`src/rtl/vpb_ram.sv`:
```
`timescale 1ns / 1ps

// simple dual-port memory, one write and one registered read per cycle
module vpb_ram #(
    parameter int DATA_W = 8,
    parameter int ADDR_W = 4
) (
    input  logic              i_clk,
    input  logic              i_wr_en,
    input  logic [ADDR_W-1:0] i_wr_addr,
    input  logic [DATA_W-1:0] i_wr_data,
    input  logic [ADDR_W-1:0] i_rd_addr,
    output logic [DATA_W-1:0] o_rd_data
);

    logic [DATA_W-1:0] r_mem [2**ADDR_W];
    logic [DATA_W-1:0] r_rd_data;

    // write port and registered read port
    always_ff @(posedge i_clk) begin
        if (i_wr_en) begin
            r_mem[i_wr_addr] <= i_wr_data;
        end
        r_rd_data <= r_mem[i_rd_addr];
    end

    assign o_rd_data = r_rd_data;

endmodule

```
`config.mk`:
```
export PLATFORM = sky130hd
export DESIGN_NAME = vpb_ram
export DESIGN_NICKNAME = d
export VERILOG_FILES = /design/src/rtl/vpb_ram.sv
export SDC_FILE = /design/constraint.sdc
export NUM_CORES = 1
export LEC_CHECK = 0
export CAP_MARGIN = 0
export CELL_PAD_IN_SITES_DETAIL_PLACEMENT = 0
export CELL_PAD_IN_SITES_GLOBAL_PLACEMENT = 2
export CORE_MARGIN = 10
export CORE_UTILIZATION = 49
export DETAILED_ROUTE_END_ITERATION = 12
export DONT_BUFFER_PORTS = 1
export PLACE_DENSITY = 0.87
export SLEW_MARGIN = 10
export SYNTH_ARGS = -nofsm -noshare
export SYNTH_HDL_FRONTEND = slang
export SYNTH_SLANG_ARGS = --single-unit
```
`constraint.sdc`:
```
create_clock -name i_clk -period 3.8 [get_ports i_clk]
set_input_delay 0.57 -clock i_clk [delete_from_list [all_inputs] [get_ports i_clk]]
set_output_delay 0.57 -clock i_clk [all_outputs]
set_load 0.05 [all_outputs]
```
# Word-level counts from Yosys, hierarchy flattened
# Memories as Yosys holds them, arrays and structs flattened. A register that Yosys moved wholly into a read port is not among the register bits.
# Index checks and enable logic that the tools add are counted.
# word_totals
input_bits,18
memories,1
output_inout_bits,8
wordCells,3
ramBits,128
regBits,0
# mem_list
name,depth,width,read_ports,rd_ports_with_merged_regs,write_ports,line,rtl
r_mem,16,8,1,1,1,16,logic [DATA_W-1:0] r_mem [2**ADDR_W];
# op_classes
n_mux,2
# ops
op,count
$mux W1,2

# Logic depth before layout (Yosys ltp)
# logic_depth
word_depth,2
mapped_depth,5
mapped_depth_nobuf,3

# Worst setup path before layout
# No wires, ideal clock.
# synth_timing
path_kind,input to register
startpoint,input port i_wr_addr[2]
endpoint,"memory r_mem[0][0], enable pin"
slack_ps,1737
path_stages,2
path_buffers,0
setup_ps,383
required_time_ps,3417
t_arrival_ps,1680
path_cell_list,or3b_2 -> nor3_1
# synth_lines
element,line,rtl
from (decl),10,"input logic [ADDR_W-1:0] i_wr_addr,"
to (decl),16,
# Straight into the memory's write port.

# Worst setup path after layout
# layout_timing
startpoint,input port i_wr_addr[2]
endpoint,"memory r_mem[0][5], enable pin"
# Straight into the memory's write port.

==> results by group <==
Yosys
  – Main combinational cell family by area after synthesis: multiplexers
  – Basic-gate share of the synthesized area counting and, or, nand and nor cells: 3.18%
  – Flip-flop and latch count after synthesis: around 140
  – Post-Synthesis Mean Instance Area: around 22 sq um
  – Count of different cell masters after synthesis: 19
  – Post-synthesis async set-or-reset flop share: 0%
  – Number of nets produced by synthesis: between 200 and 250
  – Most common cell in the netlist: sky130_fd_sc_hd__edfxtp_1
  – Primary flip-flop cell chosen by synthesis mapping: sky130_fd_sc_hd__edfxtp_1
  – Fraction of post-synthesis cell area in the top cell type by area: 74.7%
  – Synth warn: 0
  – Most numerous cell types in the synthesized netlist: sky130_fd_sc_hd__edfxtp_1, sky130_fd_sc_hd__mux4_2, sky130_fd_sc_hd__a22oi_1, sky130_fd_sc_hd__mux4_1, sky130_fd_sc_hd__nor2_1
  – Portion of netlist area occupied by mux cells: between 10% and 20%
  – Largest cells by area after synthesis: sky130_fd_sc_hd__edfxtp_1, sky130_fd_sc_hd__mux4_2, sky130_fd_sc_hd__mux4_1
  – Xor and xnor area share after synthesis: 0%
  – Number of enable flip-flop cells after synthesis: about 130
  – Synthesized-area fraction occupied by ao, oa, aoi and oai cells: 2.33%
  – Sequential share of the synthesized area: 77.8%
  – Dominant cell type by area after synthesis: sky130_fd_sc_hd__edfxtp_1
  – Number of instances in the synthesized netlist: between 200 and 250
  – Arithmetic-cell share of the synthesized area counting full adders, half adders and majority gates: 0%
  – Post-synth design cell area: a little over 5000 sq um

Timing
  – Final worst path period share: between 40 and 50%
  – Worst slew margin relative to its limit: around a quarter
  – Fin Setup TNS: 0 ns
  – Transition time at the pin with the least slew margin: 1.14 ns
  – Worst-case clock skew: 0.00805 ns
  – Min Tclk post-route: about 1.8 ns
  – Finish-stage setup viols: 0
  – Final Hold Violating Endpoints: 0
  – RSZ-0062 raised after global routing: no
  – Minimum hold slack: roughly 0.15 ns
  – Pins Over Slew Limit: 0
  – Achievable frequency: 562 MHz

Clock network
  – H-tree levels: 4
  – Cells resized by post-CTS repair: 0
  – TritonCTS clock tree: done
  – Clock transition at the registers of the reported paths: around 0.06 ns
  – Clock latency reported for the late side of the worst-skew pair: 0.51 ns
  – Hold-fix buffers at CTS: 0
  – Master cell of the clock root buffer: sky130_fd_sc_hd__clkbuf_8
  – Maximum clock path buffer count: 2
  – Buffers inserted by post-CTS timing repair: 0
  – CTS sink cnt: 136
  – CTS buffer count: 17

Place
  – GPL Wtd Cong: between 0.7 and 0.8
  – Number of I/O port buffers: 0
  – Cell total after placement: approximately 360
  – Post-DP HPWL: just under 6000 microns
  – Placed standard-cell area: roughly 5200 sq um

Route
  – DR WL/cell: approximately 25 microns
  – First-pass DRT Iterations: 4
  – Vias per inst: approximately 5.8
  – Final ANT Viol Nets: 0
  – Residual DRC: 0
  – Initial DRC Count: 219
  – Vias post-DR: 2252
  – Total wirelength of the detailed-routed design: 9570 microns

Setup path
  – Crit Reg-Reg Endpoint: o_rd_data[5]
  – Worst flop-to-flop path startpoint: r_mem[1][5]
  – Slack of the worst reg-to-reg path: roughly 2.4 ns
  – Sort of element at the end of the critical path: flip-flop
  – Crit path DAT: ~1.9 ns
  – Data required time at the worst endpoint: 3.93 ns
  – Crit path to: r_mem[0][5]
  – Peak per-stage delay on the critical path: about 0.83 ns
  – Launch point of the worst path: i_wr_addr[2]
  – Logic depth of the worst path, buffers included: 2
  – Maximum fanout along the worst path: 8
  – Slowest-stage cell, CP: sky130_fd_sc_hd__nor3_1
  – Cells on worst reg2reg path: 3
  – Crit path max-delay family: simple AND/OR/NAND/NOR gates
  – Crit path kind: primary input to flip-flop
  – Sum of buffers and inverters on the critical path: 0
  – Worst path cell trace: or3b_2, nor3_1
  – Startpoint types: primary input

Floorplanning
  – Width of the die: 122 microns
  – Number of core rows: 37
  – Core box area: ~10000 sq um
  – Die area: about 15000 sq um
  – Die Ht: ~120 microns
  – Top-level port count: 26
  – Effective utilization at floorplan: between 50 and 60%

Global route
  – Via count of the first global-routing pass: approximately 2300
  – Maximum number of pins on one net before global-route repair: 33
  – Total GRT Usage: 13.8%
  – Number of antenna violations at the first check in global routing: 0
  – Final global-route overflow total: 0
  – Wire length of the first global-routing pass: 14700 microns

Hold path
  – Hold crit path type: primary input to flip-flop
  – Worst Hold Launch: i_wr_data[1]

Final layout
  – Diodes inserted: 0
  – Synthesis-to-layout area growth: 12.5%
  – Final core area utilization: a little under three fifths
  – Number of fill cells: between 700 and 800
  – Layout Cell Area excl Fill: approximately 5800 sq um
  – Post-layout nets: around 260
  – Number of non-filler instances in the completed layout: between 300 and 400
  – Layout cell share with drive strength beyond 1: about a fifth

Pwr
  – Power Density: between 500 and 600 nW/um^2
  – Leak: ~1.9 nW
  – Worst vdd rail ir drop: roughly 270 uV

Run
  – Number of maximum-capacitance constraint violations: 0

Run status
  – Run status: completed
==> cells by family (layout without fill, tap and decap cells) <==
logic type,Yosys count,after routing
and+or+nand+nor,35,35
DFF,136,136
buffers and inverters,10,32
muxes,32,32
AOI/OAI and AO/OA,16,16
==> layout by cell type (no fill, tap or decap) <==
master / netlist / final
sky130_fd_sc_hd__mux4_2: 18 / 18
sky130_fd_sc_hd__nand3b_1: 2 / 2
sky130_fd_sc_hd__clkbuf_1: 0 / 3
sky130_fd_sc_hd__nor2_1: 13 / 13
sky130_fd_sc_hd__nor2b_1: 1 / 1
sky130_fd_sc_hd__mux4_1: 14 / 14
sky130_fd_sc_hd__clkinv_4: 0 / 4
sky130_fd_sc_hd__nand2b_1: 2 / 2
sky130_fd_sc_hd__a22oi_1: 16 / 16
sky130_fd_sc_hd__and2b_1: 1 / 1
sky130_fd_sc_hd__nand3_1: 1 / 1
sky130_fd_sc_hd__inv_6: 0 / 4
sky130_fd_sc_hd__clkbuf_8: 0 / 1
sky130_fd_sc_hd__dfxtp_1: 8 / 8
sky130_fd_sc_hd__nor3_1: 4 / 1
sky130_fd_sc_hd__clkinv_1: 0 / 1
sky130_fd_sc_hd__clkinvlp_4: 0 / 2
sky130_fd_sc_hd__clkbuf_16: 0 / 16
sky130_fd_sc_hd__bufinv_16: 0 / 1
sky130_fd_sc_hd__or3b_2: 1 / 1
sky130_fd_sc_hd__nand2_1: 9 / 9
sky130_fd_sc_hd__and2_1: 1 / 1
sky130_fd_sc_hd__nor3_2: 0 / 3
sky130_fd_sc_hd__edfxtp_1: 128 / 128
==> report_power, final <==
group	internal (mW)	switching, mW	leakage [nW]	total (mW)
Clock	0.876	0.612	0.258	1.49
Sequential	1.68	0.0461	1.22	1.72
Combinational	0.0471	0.0397	0.373	0.0868
==> registers in the layout (all words and copies together) (netlist names) <==
| signal | flops |
|---|---|
| r_mem | 128 |
| o_rd_data | 8 |
==> worst min-delay path by stage <==
stage,endpoint,slack [ns],cells past startpoint
2_1_floorplan,o_rd_data[0],0.63,3
3_3_place_gp,o_rd_data[2],0.66,3
3_5_place_dp,o_rd_data[2],0.66,3
4_1_cts,r_mem[1][4],0.13,0
5_1_grt,r_mem[1][4],0.12,0
6_report,r_mem[12][1],0.15,0
==> per-stage QoR <==
| stage | total power, mW | setup WS (ns) |
|---|---|---|
| 4_1_cts | 3.32 | 2.00 |
| 6_report | 3.30 | 2.02 |
| 3_3_place_gp | 1.84 | 1.52 |
| 3_5_place_dp | 1.84 | 1.45 |
| 5_1_grt | 3.41 | 1.87 |
| 2_1_floorplan | 1.84 | 1.74 |
==> layout make-up <==
class                      count  area (sq um)  area share [%]
clock buffer                  20           425            7.35
clock inverter                12           119            2.05
multi-input combinational     83          1070            18.5
sequential                   136          4000            69.1
tap                          136           170            2.94
==> routing by layer <==
| layer | wire (microns) | vias to the layer above | share of wire, % | global-route usage (%) |
|---|---|---|---|---|
| met4 | 148 | 0 | 1.5 | 5.45 |
| met5 | 0 | - | 0 | 0 |
| li1 | - | 995 | - | - |
| met3 | 789 | 15 | 8.2 | 5.46 |
| met2 | 4540 | 87 | 47 | 20.6 |
| met1 | 4100 | 1155 | 43 | 17.7 |
(Power assumes the default switching activity.)
